--- src/design/i2cm_pkg.sv ---
`default_nettype none
package i2cm_pkg;

	localparam int DEF_BUFFER_DEPTH = 32;
	localparam int DEF_CLEAR_PULSES = 10;
	localparam int DEF_CHECK_BITS   = 20;

	localparam logic [11:0] HALF_PERIOD_RESET = 12'd250;
	localparam logic [15:0] STRETCH_RESET     = 16'd690;

	typedef enum logic [2:0] {
		KIND_TICK  = 3'd0,
		KIND_LOAD  = 3'd1,
		KIND_WRITE = 3'd2,
		KIND_READ  = 3'd3,
		KIND_POP   = 3'd4,
		KIND_CHECK = 3'd5
	} kind_t;

	typedef enum logic [2:0] {
		CMD_TICK,
		CMD_LOAD,
		CMD_WRITE,
		CMD_READ,
		CMD_POP,
		CMD_CHECK
	} cmd_t;

	typedef enum logic [2:0] {
		ST_OK        = 3'd0,
		ST_BUSY      = 3'd1,
		ST_ADDR_NACK = 3'd2,
		ST_DATA_NACK = 3'd3,
		ST_SCL_LOW   = 3'd4,
		ST_SCL_STUCK = 3'd5,
		ST_SDA_LOW   = 3'd6,
		ST_SDA_START = 3'd7
	} status_t;

	localparam logic CFG_HALF_PERIOD = 1'b0;
	localparam logic CFG_STRETCH     = 1'b1;

	typedef struct packed {
		cmd_t       cmd;
		logic [6:0] addr;
		logic [5:0] count;
		logic       stop;
		logic [7:0] data;
		logic       scl;
		logic       sda;
	} item_t;

endpackage
`default_nettype wire

--- src/design/i2cm_front.sv ---
`default_nettype none
module i2cm_front
	import i2cm_pkg::*;
(
	input  wire logic       clk,
	input  wire logic       arst_n,
	input  wire logic       in_valid,
	output logic            in_stall,
	input  wire logic [2:0] kind,
	input  wire logic [6:0] target_address,
	input  wire logic [5:0] byte_count,
	input  wire logic       send_stop,
	input  wire logic [7:0] tx_byte,
	input  wire logic       scl_in,
	input  wire logic       sda_in,
	output logic            q_valid,
	output item_t           q_item,
	input  wire logic       q_take
);

	item_t      slot_q [2];
	logic [1:0] cnt_q;
	logic       rd_q;
	logic       wr_q;
	item_t      cls;
	logic       push;

	always_comb begin
		cls.addr  = target_address;
		cls.count = byte_count;
		cls.stop  = send_stop;
		cls.data  = tx_byte;
		cls.scl   = scl_in;
		cls.sda   = sda_in;
		unique case (kind)
			KIND_LOAD:  cls.cmd = CMD_LOAD;
			KIND_WRITE: cls.cmd = CMD_WRITE;
			KIND_READ:  cls.cmd = CMD_READ;
			KIND_POP:   cls.cmd = CMD_POP;
			KIND_CHECK: cls.cmd = CMD_CHECK;
			default:    cls.cmd = CMD_TICK;
		endcase
	end

	assign in_stall = cnt_q == 2'd2;
	assign push     = in_valid && !in_stall;
	assign q_valid  = cnt_q != 2'd0;
	assign q_item   = slot_q[rd_q];

	always_ff @(posedge clk) begin
		if (push) begin
			slot_q[wr_q] <= cls;
		end
	end

	always_ff @(posedge clk or negedge arst_n) begin
		if (!arst_n) begin
			cnt_q <= 2'd0;
			rd_q  <= 1'b0;
			wr_q  <= 1'b0;
		end else begin
			if (push) begin
				wr_q <= !wr_q;
			end
			if (q_take) begin
				rd_q <= !rd_q;
			end
			cnt_q <= cnt_q + {1'b0, push} - {1'b0, q_take};
		end
	end

endmodule
`default_nettype wire

--- src/design/i2cm_back.sv ---
`default_nettype none
module i2cm_back
	import i2cm_pkg::*;
#(
	parameter int BUFFER_DEPTH = DEF_BUFFER_DEPTH,
	parameter int CLEAR_PULSES = DEF_CLEAR_PULSES,
	parameter int CHECK_BITS   = DEF_CHECK_BITS
) (
	input  wire logic        clk,
	input  wire logic        arst_n,
	input  wire logic        cfg_we,
	input  wire logic        cfg_index,
	input  wire logic [15:0] cfg_data,
	input  wire logic        q_valid,
	input  wire item_t       q_item,
	output logic             q_take,
	output logic             out_valid,
	input  wire logic        out_stall,
	output logic             scl_low,
	output logic             sda_low,
	output logic             busy_res,
	output logic             done_res,
	output logic [2:0]       status,
	output logic [7:0]       rx_byte,
	output logic             rx_valid,
	output logic [5:0]       rx_available,
	output logic             tx_overflow
);

	localparam int CW = $clog2(BUFFER_DEPTH + 1);
	localparam int AW = BUFFER_DEPTH > 1 ? $clog2(BUFFER_DEPTH) : 1;
	localparam int PW = $clog2(CLEAR_PULSES + 1);
	localparam int KW = $clog2(CHECK_BITS + 1);
	localparam logic [CW-1:0] DEPTH_C = CW'(BUFFER_DEPTH);

	typedef enum logic [3:0] {
		PH_IDLE, PH_START_REL, PH_START_HOLD, PH_START_LOW, PH_BIT_LOW,
		PH_BIT_STRETCH, PH_BIT_HIGH, PH_STOP_LOW, PH_STOP_STRETCH, PH_STOP_HIGH,
		PH_STOP_REL, PH_CLR_CHECK, PH_CLR_LOW, PH_CLR_HIGH, PH_CHK_TEST
	} phase_t;

	typedef enum logic [1:0] {MODE_WRITE, MODE_READ, MODE_CHECK} mode_t;

	logic [11:0]   hp_q;
	logic [15:0]   stretch_q;
	phase_t        ph_q, ph_nx;
	logic [15:0]   dly_q, dly_nx;
	logic [3:0]    bit_q, bit_nx;
	logic [7:0]    sh_q, sh_nx;
	logic [CW-1:0] bidx_q, bidx_nx;
	logic [CW-1:0] txc_q, txc_nx;
	logic [CW-1:0] rxl_q, rxl_nx;
	logic [CW-1:0] rxr_q, rxr_nx;
	logic [2:0]    st_q, st_nx;
	logic          dscl_q, dscl_nx, dsda_q, dsda_nx;
	logic          stop_q, stop_nx, adr_q, adr_nx, smp_q, smp_nx;
	mode_t         mode_q, mode_nx;
	logic [6:0]    addr_q, addr_nx;
	logic [CW-1:0] rcnt_q, rcnt_nx;
	logic [2:0]    pend_q, pend_nx;
	logic [PW-1:0] pul_q, pul_nx;
	logic [KW-1:0] chk_q, chk_nx;

	logic [7:0] tx_mem [BUFFER_DEPTH];
	logic [7:0] rx_mem [BUFFER_DEPTH];
	logic [7:0] tx_pref_q, rx_pref_q;
	logic          tx_we, rx_we;
	logic [AW-1:0] tx_wa, rx_wa, tx_ra, rx_ra;
	logic [7:0]    tx_wd, rx_wd;

	logic        take;
	logic        done, rxv, ovf;
	logic [7:0]  rxb;
	logic [15:0] hpv;
	logic        exp_t;
	logic        f_begin, b_read, b_val;
	logic        f_finish, f_after_stop, f_complete, f_chkloop, f_nw, f_nr;
	logic [2:0]  fin_code, cmp_code;
	logic [CW-1:0] nidx;
	logic        chk_sda;
	logic [7:0]  ns;
	item_t       it;

	assign take   = q_valid && (!out_valid || !out_stall);
	assign q_take = take;
	assign it     = q_item;
	assign hpv    = hp_q == 12'd0 ? 16'd1 : {4'd0, hp_q};

	always_comb begin
		ph_nx = ph_q; dly_nx = dly_q; bit_nx = bit_q; sh_nx = sh_q; bidx_nx = bidx_q;
		txc_nx = txc_q; rxl_nx = rxl_q; rxr_nx = rxr_q; st_nx = st_q;
		dscl_nx = dscl_q; dsda_nx = dsda_q; stop_nx = stop_q; adr_nx = adr_q;
		smp_nx = smp_q; mode_nx = mode_q; addr_nx = addr_q; rcnt_nx = rcnt_q;
		pend_nx = pend_q; pul_nx = pul_q; chk_nx = chk_q;
		done = 1'b0; rxv = 1'b0; ovf = 1'b0; rxb = 8'd0;
		tx_we = 1'b0; tx_wa = txc_q[AW-1:0]; tx_wd = it.data;
		rx_we = 1'b0; rx_wa = bidx_q[AW-1:0]; rx_wd = 8'd0;
		f_begin = 1'b0; b_read = 1'b0; b_val = 1'b0;
		f_finish = 1'b0; f_after_stop = 1'b0; f_complete = 1'b0; f_chkloop = 1'b0;
		f_nw = 1'b0; f_nr = 1'b0;
		fin_code = ST_OK; cmp_code = ST_OK; nidx = bidx_q; chk_sda = it.sda; ns = 8'd0;
		exp_t = dly_q <= 16'd1;
		if (take) begin
			if (ph_q != PH_IDLE) begin
				if (ph_q != PH_BIT_STRETCH && ph_q != PH_STOP_STRETCH && dly_q != 16'd0) begin
					dly_nx = dly_q - 16'd1;
				end
				unique case (ph_q)
					PH_START_REL: begin
						if (!it.sda) begin
							f_complete = 1'b1;
							cmp_code = mode_q == MODE_CHECK ? ST_SDA_START : ST_BUSY;
						end else begin
							ph_nx = PH_START_HOLD; dscl_nx = 1'b0; dsda_nx = 1'b0; dly_nx = hpv;
						end
					end
					PH_START_HOLD: if (exp_t) begin
						ph_nx = PH_START_LOW; dscl_nx = 1'b0; dsda_nx = 1'b1; dly_nx = hpv;
					end
					PH_START_LOW: if (exp_t) begin
						if (mode_q == MODE_CHECK) begin
							f_complete = 1'b1; cmp_code = ST_OK;
						end else begin
							sh_nx = {addr_q, mode_q == MODE_READ};
							adr_nx = 1'b1; bit_nx = 4'd0;
							f_begin = 1'b1; b_val = addr_q[6];
						end
					end
					PH_BIT_LOW: if (exp_t) begin
						ph_nx = PH_BIT_STRETCH; dscl_nx = 1'b0; dly_nx = 16'd0;
					end
					PH_BIT_STRETCH: begin
						if (it.scl || dly_q >= stretch_q) begin
							smp_nx = it.sda; ph_nx = PH_BIT_HIGH; dscl_nx = 1'b0; dly_nx = hpv;
						end else begin
							dly_nx = dly_q + 16'd1;
						end
					end
					PH_BIT_HIGH: if (exp_t) begin
						if (mode_q == MODE_CHECK) begin
							ph_nx = PH_CHK_TEST; dly_nx = 16'd1;
						end else if (mode_q == MODE_READ && !adr_q) begin
							if (bit_q < 4'd8) begin
								ns = {sh_q[6:0], smp_q};
								sh_nx = ns; bit_nx = bit_q + 4'd1;
								if (bit_q + 4'd1 < 4'd8) begin
									f_begin = 1'b1; b_read = 1'b1;
								end else begin
									if (bidx_q < DEPTH_C) begin
										rx_we = 1'b1; rx_wd = ns;
									end
									f_begin = 1'b1;
									b_val = {1'b0, bidx_q} + 1'b1 >= {1'b0, rcnt_q};
								end
							end else begin
								nidx = bidx_q + 1'b1; bidx_nx = nidx; f_nr = 1'b1;
							end
						end else if (bit_q < 4'd7) begin
							ns = {sh_q[6:0], 1'b0};
							sh_nx = ns; bit_nx = bit_q + 4'd1;
							f_begin = 1'b1; b_val = ns[7];
						end else if (bit_q == 4'd7) begin
							bit_nx = 4'd8; f_begin = 1'b1; b_read = 1'b1;
						end else if (smp_q) begin
							f_finish = 1'b1; fin_code = adr_q ? ST_ADDR_NACK : ST_DATA_NACK;
						end else if (adr_q) begin
							adr_nx = 1'b0; nidx = '0; bidx_nx = '0;
							if (mode_q == MODE_WRITE) f_nw = 1'b1;
							else f_nr = 1'b1;
						end else begin
							nidx = bidx_q + 1'b1; bidx_nx = nidx; f_nw = 1'b1;
						end
					end
					PH_STOP_LOW: if (exp_t) begin
						ph_nx = PH_STOP_STRETCH; dscl_nx = 1'b0; dsda_nx = 1'b1; dly_nx = 16'd0;
					end
					PH_STOP_STRETCH: begin
						if (it.scl || dly_q >= stretch_q) begin
							ph_nx = PH_STOP_HIGH; dscl_nx = 1'b0; dsda_nx = 1'b1; dly_nx = hpv;
						end else begin
							dly_nx = dly_q + 16'd1;
						end
					end
					PH_STOP_HIGH: if (exp_t) begin
						ph_nx = PH_STOP_REL; dscl_nx = 1'b0; dsda_nx = 1'b0; dly_nx = hpv;
					end
					PH_STOP_REL: if (exp_t) f_after_stop = 1'b1;
					PH_CLR_CHECK: begin
						if (!it.sda && pul_q < PW'(CLEAR_PULSES)) begin
							pul_nx = pul_q + 1'b1; ph_nx = PH_CLR_LOW; dscl_nx = 1'b1; dly_nx = hpv;
						end else begin
							f_complete = 1'b1; cmp_code = ST_OK;
						end
					end
					PH_CLR_LOW: if (exp_t) begin
						ph_nx = PH_CLR_HIGH; dscl_nx = 1'b0; dly_nx = hpv;
					end
					PH_CLR_HIGH: if (exp_t) begin
						ph_nx = PH_CLR_CHECK; dscl_nx = 1'b0; dly_nx = 16'd1;
					end
					PH_CHK_TEST: begin
						if (!it.scl) begin
							f_complete = 1'b1; cmp_code = ST_SCL_STUCK;
						end else begin
							f_chkloop = 1'b1;
						end
					end
					default: ph_nx = PH_IDLE;
				endcase
			end else begin
				unique case (it.cmd)
					CMD_LOAD: begin
						if (txc_q < DEPTH_C) begin
							tx_we = 1'b1; txc_nx = txc_q + 1'b1;
						end else begin
							ovf = 1'b1;
						end
					end
					CMD_WRITE, CMD_READ: begin
						mode_nx = it.cmd == CMD_WRITE ? MODE_WRITE : MODE_READ;
						addr_nx = it.addr;
						rcnt_nx = int'(it.count) > BUFFER_DEPTH ? DEPTH_C : CW'(it.count);
						stop_nx = it.stop;
						bidx_nx = '0; st_nx = ST_BUSY;
						if (it.cmd == CMD_READ) begin
							rxl_nx = '0; rxr_nx = '0;
						end
						ph_nx = PH_START_REL; dscl_nx = 1'b0; dsda_nx = 1'b0; dly_nx = 16'd1;
					end
					CMD_POP: begin
						if (rxr_q < rxl_q && rxr_q < DEPTH_C) begin
							rxb = rx_pref_q; rxv = 1'b1; rxr_nx = rxr_q + 1'b1;
						end
					end
					CMD_CHECK: begin
						mode_nx = MODE_CHECK;
						if (!it.scl) begin
							st_nx = ST_SCL_LOW; done = 1'b1;
						end else begin
							chk_nx = KW'(CHECK_BITS); st_nx = ST_BUSY; f_chkloop = 1'b1;
						end
					end
					default: ;
				endcase
			end

			if (f_chkloop) begin
				if (!chk_sda && chk_nx != '0) begin
					chk_nx = chk_nx - 1'b1; f_begin = 1'b1; b_read = 1'b1;
				end else if (!chk_sda) begin
					f_complete = 1'b1; cmp_code = ST_SDA_LOW;
				end else begin
					ph_nx = PH_START_REL; dscl_nx = 1'b0; dsda_nx = 1'b0; dly_nx = 16'd1;
				end
			end
			if (f_nw) begin
				if (nidx < txc_q && nidx < DEPTH_C) begin
					sh_nx = tx_pref_q; bit_nx = 4'd0; f_begin = 1'b1; b_val = tx_pref_q[7];
				end else begin
					f_finish = 1'b1; fin_code = ST_OK;
				end
			end
			if (f_nr) begin
				if (nidx < rcnt_q) begin
					sh_nx = 8'd0; bit_nx = 4'd0; f_begin = 1'b1; b_read = 1'b1;
				end else begin
					f_finish = 1'b1; fin_code = ST_OK;
				end
			end
			if (f_finish) begin
				pend_nx = fin_code;
				if (stop_q) begin
					ph_nx = PH_STOP_LOW; dscl_nx = 1'b1; dsda_nx = 1'b1; dly_nx = hpv;
				end else begin
					f_after_stop = 1'b1;
				end
			end
			if (f_after_stop) begin
				if (pend_nx == ST_OK) begin
					pul_nx = '0; ph_nx = PH_CLR_CHECK; dly_nx = 16'd1;
				end else begin
					f_complete = 1'b1; cmp_code = pend_nx;
				end
			end
			if (f_begin) begin
				ph_nx = PH_BIT_LOW; dscl_nx = 1'b1;
				dsda_nx = b_read ? 1'b0 : !b_val;
				dly_nx = hpv + (b_read ? 16'd2 : 16'd1);
			end
			if (f_complete) begin
				ph_nx = PH_IDLE; st_nx = cmp_code; done = 1'b1;
				if (mode_q == MODE_WRITE) txc_nx = '0;
				if (mode_q == MODE_READ) begin
					rxl_nx = cmp_code == ST_OK ? rcnt_q : '0;
					rxr_nx = '0;
				end
			end
		end
		tx_ra = adr_nx ? bidx_nx[AW-1:0] : AW'(bidx_nx + 1'b1);
		rx_ra = rxr_nx[AW-1:0];
	end

	always_ff @(posedge clk) begin
		if (tx_we) tx_mem[tx_wa] <= tx_wd;
		if (rx_we) rx_mem[rx_wa] <= rx_wd;
		tx_pref_q <= (tx_we && tx_wa == tx_ra) ? tx_wd : tx_mem[tx_ra];
		rx_pref_q <= (rx_we && rx_wa == rx_ra) ? rx_wd : rx_mem[rx_ra];
		sh_q   <= sh_nx;
		addr_q <= addr_nx;
		if (take) begin
			rx_byte <= rxb;
		end
	end

	always_ff @(posedge clk or negedge arst_n) begin
		if (!arst_n) begin
			hp_q <= HALF_PERIOD_RESET; stretch_q <= STRETCH_RESET;
			ph_q <= PH_IDLE; dly_q <= '0; bit_q <= '0; bidx_q <= '0;
			txc_q <= '0; rxl_q <= '0; rxr_q <= '0; st_q <= ST_OK;
			dscl_q <= 1'b0; dsda_q <= 1'b0; stop_q <= 1'b0; adr_q <= 1'b0;
			smp_q <= 1'b0; mode_q <= MODE_WRITE; rcnt_q <= '0; pend_q <= ST_OK;
			pul_q <= '0; chk_q <= '0;
			out_valid <= 1'b0; busy_res <= 1'b0; done_res <= 1'b0; status <= ST_OK;
			scl_low <= 1'b0; sda_low <= 1'b0; rx_valid <= 1'b0; rx_available <= '0;
			tx_overflow <= 1'b0;
		end else begin
			if (cfg_we) begin
				if (cfg_index == CFG_HALF_PERIOD) hp_q <= cfg_data[11:0];
				else stretch_q <= cfg_data;
			end
			ph_q <= ph_nx; dly_q <= dly_nx; bit_q <= bit_nx; bidx_q <= bidx_nx;
			txc_q <= txc_nx; rxl_q <= rxl_nx; rxr_q <= rxr_nx; st_q <= st_nx;
			dscl_q <= dscl_nx; dsda_q <= dsda_nx; stop_q <= stop_nx; adr_q <= adr_nx;
			smp_q <= smp_nx; mode_q <= mode_nx; rcnt_q <= rcnt_nx; pend_q <= pend_nx;
			pul_q <= pul_nx; chk_q <= chk_nx;
			out_valid <= take || (out_valid && out_stall);
			if (take) begin
				scl_low      <= dscl_nx;
				sda_low      <= dsda_nx;
				busy_res     <= ph_nx != PH_IDLE;
				done_res     <= done;
				status       <= st_nx;
				rx_valid     <= rxv;
				rx_available <= 6'(rxl_nx - rxr_nx);
				tx_overflow  <= ovf;
			end
		end
	end

	a_done_not_busy: assert property (@(posedge clk) disable iff (!arst_n)
		out_valid |-> !(done_res && busy_res)) else $error("done while busy");
	a_tx_bound: assert property (@(posedge clk) disable iff (!arst_n)
		txc_q <= DEPTH_C) else $error("tx count overrun");
	a_rx_order: assert property (@(posedge clk) disable iff (!arst_n)
		rxr_q <= rxl_q) else $error("rx read past length");
	a_pop_idle: assert property (@(posedge clk) disable iff (!arst_n)
		take && rxv |-> ph_q == PH_IDLE) else $error("pop during transfer");

endmodule
`default_nettype wire

--- src/design/i2c_master_transfer_engine_core.sv ---
// Each item is one bus tick run by the back-end sequencer into its output register.
// Throughput: one item per cycle while the output is not stalled.
// A two-entry queue between front and back absorbs output stalls.
// Reset (arst_n low, asynchronous): lines released, idle, buffers empty, status 0,
// half period 250 and stretch limit 690 ticks.
`default_nettype none
module i2c_master_transfer_engine_core
	import i2cm_pkg::*;
#(
	parameter int BUFFER_DEPTH = DEF_BUFFER_DEPTH,
	parameter int CLEAR_PULSES = DEF_CLEAR_PULSES,
	parameter int CHECK_BITS   = DEF_CHECK_BITS
) (
	input  wire logic        clk,
	input  wire logic        arst_n,
	input  wire logic        cfg_we,
	input  wire logic        cfg_index,
	input  wire logic [15:0] cfg_data,
	input  wire logic        in_valid,
	output logic             in_stall,
	input  wire logic [2:0]  kind,
	input  wire logic [6:0]  target_address,
	input  wire logic [5:0]  byte_count,
	input  wire logic        send_stop,
	input  wire logic [7:0]  tx_byte,
	input  wire logic        scl_in,
	input  wire logic        sda_in,
	output logic             out_valid,
	input  wire logic        out_stall,
	output logic             scl_low,
	output logic             sda_low,
	output logic             busy_res,
	output logic             done_res,
	output logic [2:0]       status,
	output logic [7:0]       rx_byte,
	output logic             rx_valid,
	output logic [5:0]       rx_available,
	output logic             tx_overflow
);

	logic  q_valid;
	logic  q_take;
	item_t q_item;

	i2cm_front u_front (
		.clk, .arst_n, .in_valid, .in_stall, .kind, .target_address, .byte_count,
		.send_stop, .tx_byte, .scl_in, .sda_in, .q_valid, .q_item, .q_take
	);

	i2cm_back #(
		.BUFFER_DEPTH(BUFFER_DEPTH),
		.CLEAR_PULSES(CLEAR_PULSES),
		.CHECK_BITS(CHECK_BITS)
	) u_back (
		.clk, .arst_n, .cfg_we, .cfg_index, .cfg_data, .q_valid, .q_item, .q_take,
		.out_valid, .out_stall, .scl_low, .sda_low, .busy_res, .done_res, .status,
		.rx_byte, .rx_valid, .rx_available, .tx_overflow
	);

endmodule
`default_nettype wire

--- config.mk ---
export PLATFORM = sky130hd
export DESIGN_NAME = i2c_master_transfer_engine_core
export DESIGN_NICKNAME = d
export VERILOG_FILES = /design/src/design/i2cm_pkg.sv /design/src/design/i2cm_front.sv /design/src/design/i2cm_back.sv /design/src/design/i2c_master_transfer_engine_core.sv
export SDC_FILE = /design/constraint.sdc
export NUM_CORES = 1
export LEC_CHECK = 0
export BUFFER_PORTS_ARGS = -buffer_cell sky130_fd_sc_hd__buf_2
export CORE_ASPECT_RATIO = 0.8
export CORE_MARGIN = 3
export CORE_UTILIZATION = 65
export CTS_CLUSTER_SIZE = 30
export DETAILED_ROUTE_END_ITERATION = 8
export PLACE_DENSITY = 0.82
export SYNTH_ARGS = -nofsm -noshare
export SYNTH_HDL_FRONTEND = slang
export SYNTH_HIERARCHICAL = 1
export SYNTH_SLANG_ARGS = --single-unit
--- constraint.sdc ---
create_clock -name clk -period 10.35 [get_ports clk]
set_input_delay 2.07 -clock clk [delete_from_list [all_inputs] [get_ports clk]]
set_output_delay 2.07 -clock clk [all_outputs]
set_load 0.005 [all_outputs]
======== After elaboration in Yosys (flattened, before gate mapping) ========
Memory sizes are Yosys's and may differ from the RTL's. A register that Yosys moved wholly into a read port is not among the register bits.
Index checks and enable logic that the tools add are counted.
word-level totals
  memories ................................ 3
  output and inout bits ................... 25
  flip-flop bits (word level) ............. 147
  word-level logic and storage cells ...... 481
  RAM bits ................................ 566
  input port bits ......................... 49
operators by class
  equal/unequal tests ..................... 30
  reduce and logical (&&, ||, !) cells .... 44
  add/sub/neg operators ................... 14
  $lt $le $gt $ge ......................... 15
  bitwise gates (word level) .............. 4
  multiplexer cells ....................... 336
memories
  name            depth  bits a word  rd ports  clocked after Yosys merged registers in  wr ports  RTL line          text
  u_back.rx_mem   32     8            1         1                                        1         i2cm_back.sv:65   logic [7:0] rx_mem [BUFFER_DEPTH];
  u_back.tx_mem   32     8            1         1                                        1         i2cm_back.sv:64   logic [7:0] tx_mem [BUFFER_DEPTH];
  u_front.slot_q  2      27           1         0                                        1         i2cm_front.sv:21  item_t slot_q [2];
operators by type and width
  kind                                                                    number
  16-bit 2-to-1 mux                                                       21
  6-bit 2-to-1 mux                                                        33
  4-bit 2-to-1 mux                                                        42
  8-bit 2-to-1 mux                                                        21
  1-bit 2-to-1 mux                                                        167
  16-bit case mux with 7 select lines                                     1
  3-bit 2-to-1 mux                                                        28
  4-bit case mux with 12 select lines                                     1
  5-bit 2-to-1 mux                                                        7
  4-bit == test, second input constant                                    7
  6-bit < comparator, second input constant                               4
  4-bit by 3-bit == test with 1-bit output, second input constant         5
  6-bit by 1-bit adder with 6-bit output, second input constant           3
  6-bit < comparator                                                      3
  16-bit by 1-bit adder with 16-bit output, second input constant         1
  16-bit adder                                                            1
  16-bit greater-or-equal comparator                                      1
  16-bit by 1-bit <= comparator with 1-bit output, second input constant  1
  8-bit case mux with 2 select lines                                      1
  16-bit nonzero test                                                     1
  16-bit by 1-bit subtractor with 16-bit output, second input constant    1
  3-bit case mux with 5 select lines                                      1
  3-bit by 2-bit == test with 1-bit output, second input constant         4
  3-bit == test, second input constant                                    4
  42 further kinds                                                        84

======== Longest topological paths before layout ========
  depth in word-level cells ............... 30
  depth in mapped cells ................... 27

======== By module ========
Netlist, hierarchy kept.
by module, submodules not included
  module      cells an instance  seq. area each (µm²)  area each (µm²)  instances
  i2cm_back   2090               19252.2               30608.1          1
  i2cm_front  108                1721.7                2290.9           1

======== Worst setup path after synthesis ========
No wires, ideal clock.
  path kind ............................... register -> register
  start ................................... reg u_back.dly_q[0]
  end ..................................... reg u_back.dly_q[8]
  arrival time ............................ 5.183 ns
  slack ................................... 5.041 ns
  period minus slack after synthesis ...... 5.309 ns
  library setup time ...................... 0.126 ns
  buffers on the path ..................... 2
  cell stages (with the launch flop) ...... 26
  cells stage by stage .................... dfrtp_1 inv_1 ha_1 or2_2 and4_1 buf_2 and3_1 clkbuf_1 nand4b_1 nand2_1 ha_1 and3_1 a221o_1 a21o_1 a2111o_1 o211ai_1 inv_1 fa_1 inv_1 and3_1 and3_1 and2_1 a21oi_1 o21ai_1 o31ai_1 a221o_1
on the way
  longest elaborated chain between the ends .. 18
ends and longest elaborated chain
  what                                                                                      RTL line          text
  start: declaration                                                                        i2cm_back.sv:47   logic [15:0] dly_q, dly_nx;
  start signal: assignment                                                                  i2cm_back.sv:331  ph_q <= ph_nx; dly_q <= dly_nx; bit_q <= bit_nx; bidx_q <= bidx_nx;
  branches (longest 17 deep; another with 16-bit by 1-bit <= comparator with 1-bit output)  --
  16-bit 2-to-1 mux (*)                                                                     i2cm_back.sv:285  if (f_begin) begin
Mark *: on every way between the ends. The select of a mux whose other input is x is not followed.
A chain may end at the register's enable or synchronous reset.

==> results by group <==
STA
  • Tcrit/Tclk final: 61.01%
  • Count of final setup violators: 0
  • Worst-Margin Slew: 1.380 ns
  • Final Max Tran Viols: 0
  • Fmax: 158.4 MHz
  • Fin crit period: 6.315 ns
  • Final Skew: 0.03219 ns
  • Setup TNS: 0 ns
  • Max_slew headroom: 8.027%
  • Hold Fails Final Rpt: 0
  • Unrepaired setup endpoints after global routing: no
  • PnR worst setup slack: 4.035 ns

Critical path
  • Critical Path End Type: flop
  • Worst endpoint required time: 10.82 ns
  • CP arrival: 6.78 ns
  • Startpoint Class: flop
  • CP max FO: 28
  • Crit Path Category: reg2reg

Run status
  • Status: completed

Global route
  • Vias in the first global route: 20230
  • First-pass GRT wire length: 129.2 mm
  • Largest net degree at the start of global routing: 67
  • GR Overflow Total: 0
  • Total track usage: 32.26%
  • Initial antenna violation count: 1

Place
  • Dpl ws: 4.203 ns
  • Port Buf Inserts: 73
  • Final Wtd Congestion: 0.9493
  • Detail Placement HPWL: 54.52 mm

Power
  • Peak supply drop: 0.1968 mV
  • Pwr/cell area: 231.7 mW/mm2
  • Lkg Pwr: 13.07 nW

Detailed routing
  • First-pass iteration count of the detailed router: 6
  • ANT nets after route: 0
  • Vias/cell: 7.002
  • DR WL/cell: 28.49 um
  • Vias: 20840
  • DRC Markers: 0
  • Drt initial violations: 3058
  • Routed wire length: 84.79 mm

Clock tree
  • Clk Latency, worst-skew pair: 0.64 ns
  • Clock-pin slew on the worst setup and hold paths: 0.07 ns
  • Clock buffer depth: 3
  • CTS Buf Count: 68
  • Post-CTS Resized: 0
  • Setup bufs post-CTS: 0
  • H-tree level count: 3
  • # hold bufs at CTS: 0
  • CTS tree: yes
  • Clock sink total: 722
  • CTS Root Cell: clkbuf_16

Floorplanning
  • Die area: 0.05337 mm2
  • Initial Util: 65.97%
  • I/O pins: 74
  • Core area: 0.04987 mm2
  • Die span in x: 257.5 um
  • Row count: 73
  • Die H: 207.2 um

Logic synthesis
  • #FFs+latches synth: 722
  • Ys Warns: 6
  • Mapped Nets: 2318
  • Mapped Area: 0.03290 mm2
  • Syn Inst Count: 2198
  • Share of flip-flops with an asynchronous set or reset: 17.17%
  • Library cells used by synthesis: 100
  • Post-synth EDFFs: 588
  • Post-synthesis sequential area ratio: 63.75%
  • Syn Area/Cell: 14.97 um2
  • Top_reg_cell synth: edfxtp_1

Cells and area
  • Number of fill cells: 3087
  • Final net count: 2368
  • Layout cells sized above 1: 20.57%
  • Most frequent cells in the layout: edfxtp_1 (588), nor2_1 (174), mux4_2 (160), nand2_1 (130), dfrtp_1 (112)
  • Most common cell after layout, fill and taps aside: edfxtp_1
  • Synthesis-to-finish area growth: 9.211%

Flow run
  • MaxCap Viol Count: 0

Min path
  • Hold Crit Class: reg2reg
## cell type report
| class | count | area [um2] | share of cell area, % |
|---|---|---|---|
| antenna | 1 | 2.502 | 0.006965 |
| clock buffer | 91 | 1839 | 5.119 |
| clock inverter | 31 | 271.5 | 0.7557 |
| inverter | 69 | 259.0 | 0.7209 |
| multi-input combinational | 1285 | 11140 | 31.00 |
| sequential | 722 | 20990 | 58.41 |
| tap | 675 | 844.6 | 2.351 |
| timing repair buffer | 102 | 589.3 | 1.640 |
## Yosys cell counts, types with 18 or more instances
library cell  instances  share of area, %
edfxtp_1            588                54
nor2_1              175               2.0
mux4_2              160                11
nand2_1             131               1.5
dfrtp_1             113               8.6
o21ai_0              88               1.3
clkbuf_1             86              0.98
a21oi_1              74               1.1
ha_1                 69               2.6
inv_1                68              0.78
mux2_2               45               1.5
nand3_1              38              0.58
nor3_1               32              0.49
and3_1               27              0.51
xnor2_1              24              0.64
nand4_1              22              0.42
buf_1                21              0.24
a21o_1               19              0.43
mux2_4               19              0.87
and2_1               18              0.34
o31ai_1              18              0.41
## cell families (layout without fill, tap and decap cells)
| logic type | after synthesis | in the layout | share of synthesized area [%] |
|---|---|---|---|
| flip-flops | 722 | 722 | 63.75 |
| AND/OR/NAND/NOR | 563 | 563 | 8.591 |
| AO/OA/AOI/OAI | 374 | 374 | 7.671 |
| multiplexers | 238 | 238 | 13.79 |
| buffers and inverters | 191 | 293 | 2.411 |
| adder cells (fa/ha/maj) | 72 | 72 | 2.776 |
| XOR/XNOR | 38 | 38 | 1.012 |
| other | 0 | 1 | 0 |
## path summary, 6_finish.rpt
path / slack, ns / cells past startpoint / start / to
worst max-delay path: 4.04 / 25 / u_front/rd_q / u_back/rx_available[5]
worst min-delay path: 0.47 / 1 / u_back/rx_valid / u_back/rx_valid
worst max register to register: 4.04 / 25 / u_front/rd_q / u_back/rx_available[5]
worst min register to register: 0.47 / 1 / u_back/rx_valid / u_back/rx_valid
max in group asynchronous: 7.61 / 2 / arst_n / u_front/rd_q
min in group asynchronous: 1.40 / 1 / arst_n / u_back/stretch_q[15]
## per-stage QoR
stage                     power (W)  instance area [um2]  utilization [%]  hold slack (ns)  cells
after floorplan            0.005244                32900                -           0.4604   2198
after global placement     0.005853                33810            67.81           0.4591   2853
after detailed placement   0.005920                33810            67.81           0.4613   2853
after CTS                  0.008326                35930            72.04           0.4740   2975
after global routing       0.008680                35930            72.05           0.5043   2976
final                      0.008324                35930            72.05           0.4713   2976
## routing by layer
layer,share of wire [%],track usage [%]
met4,3.6,10.49
met3,11,6.598
met1,40,48.30
met5,0,0
met2,46,48.55
## critical path, stage by stage, from the launching register on
cell	delay [ns]
dfrtp_2	1.02
mux2_4	0.40
inv_1	0.13
nand2_1	0.11
nor2_1	0.21
nand2_1	0.21
nand2_1	0.15
ha_1	0.16
nor4b_1	0.53
a21bo_2	0.24
a211oi_1	0.08
o31ai_1	0.13
a21oi_1	0.24
nor2_1	0.32
o21ai_0	0.30
a22oi_1	0.42
inv_1	0.11
ha_1	0.30
nor2b_1	0.12
o21ai_0	0.16
nand2b_1	0.11
a21o_1	0.18
a21oi_1	0.17
xnor2_1	0.15
xnor2_1	0.13
o21ai_0	0.09
## sequential cells by signal, indices dropped and copies added (netlist names), 5 cells and up, named ones only
| signal | count |
|---|---|
| u_front/slot_q | 54 |
| u_back/sh_q | 7 |
| u_back/chk_q | 5 |
| u_back/rxl_q | 6 |
| u_back/stretch_q | 16 |
| u_back/addr_q | 7 |
| u_back/dly_q | 16 |
| u_back/rx_mem | 256 |
| u_back/rcnt_q | 6 |
| u_back/bidx_q | 6 |
| u_back/txc_q | 6 |
| u_back/rx_available | 6 |
| u_back/hp_q | 12 |
| u_back/rx_byte | 8 |
| u_back/rxr_q | 6 |
| u_back/tx_mem | 256 |
## power by group
group          internal, W  switching, W  total (W)
Sequential         0.00351      0.000303    0.00382
Clock              0.00132       0.00108    0.00239
Combinational     0.000804       0.00131    0.00212
No activity file was read; power rests on OpenSTA's default activity.
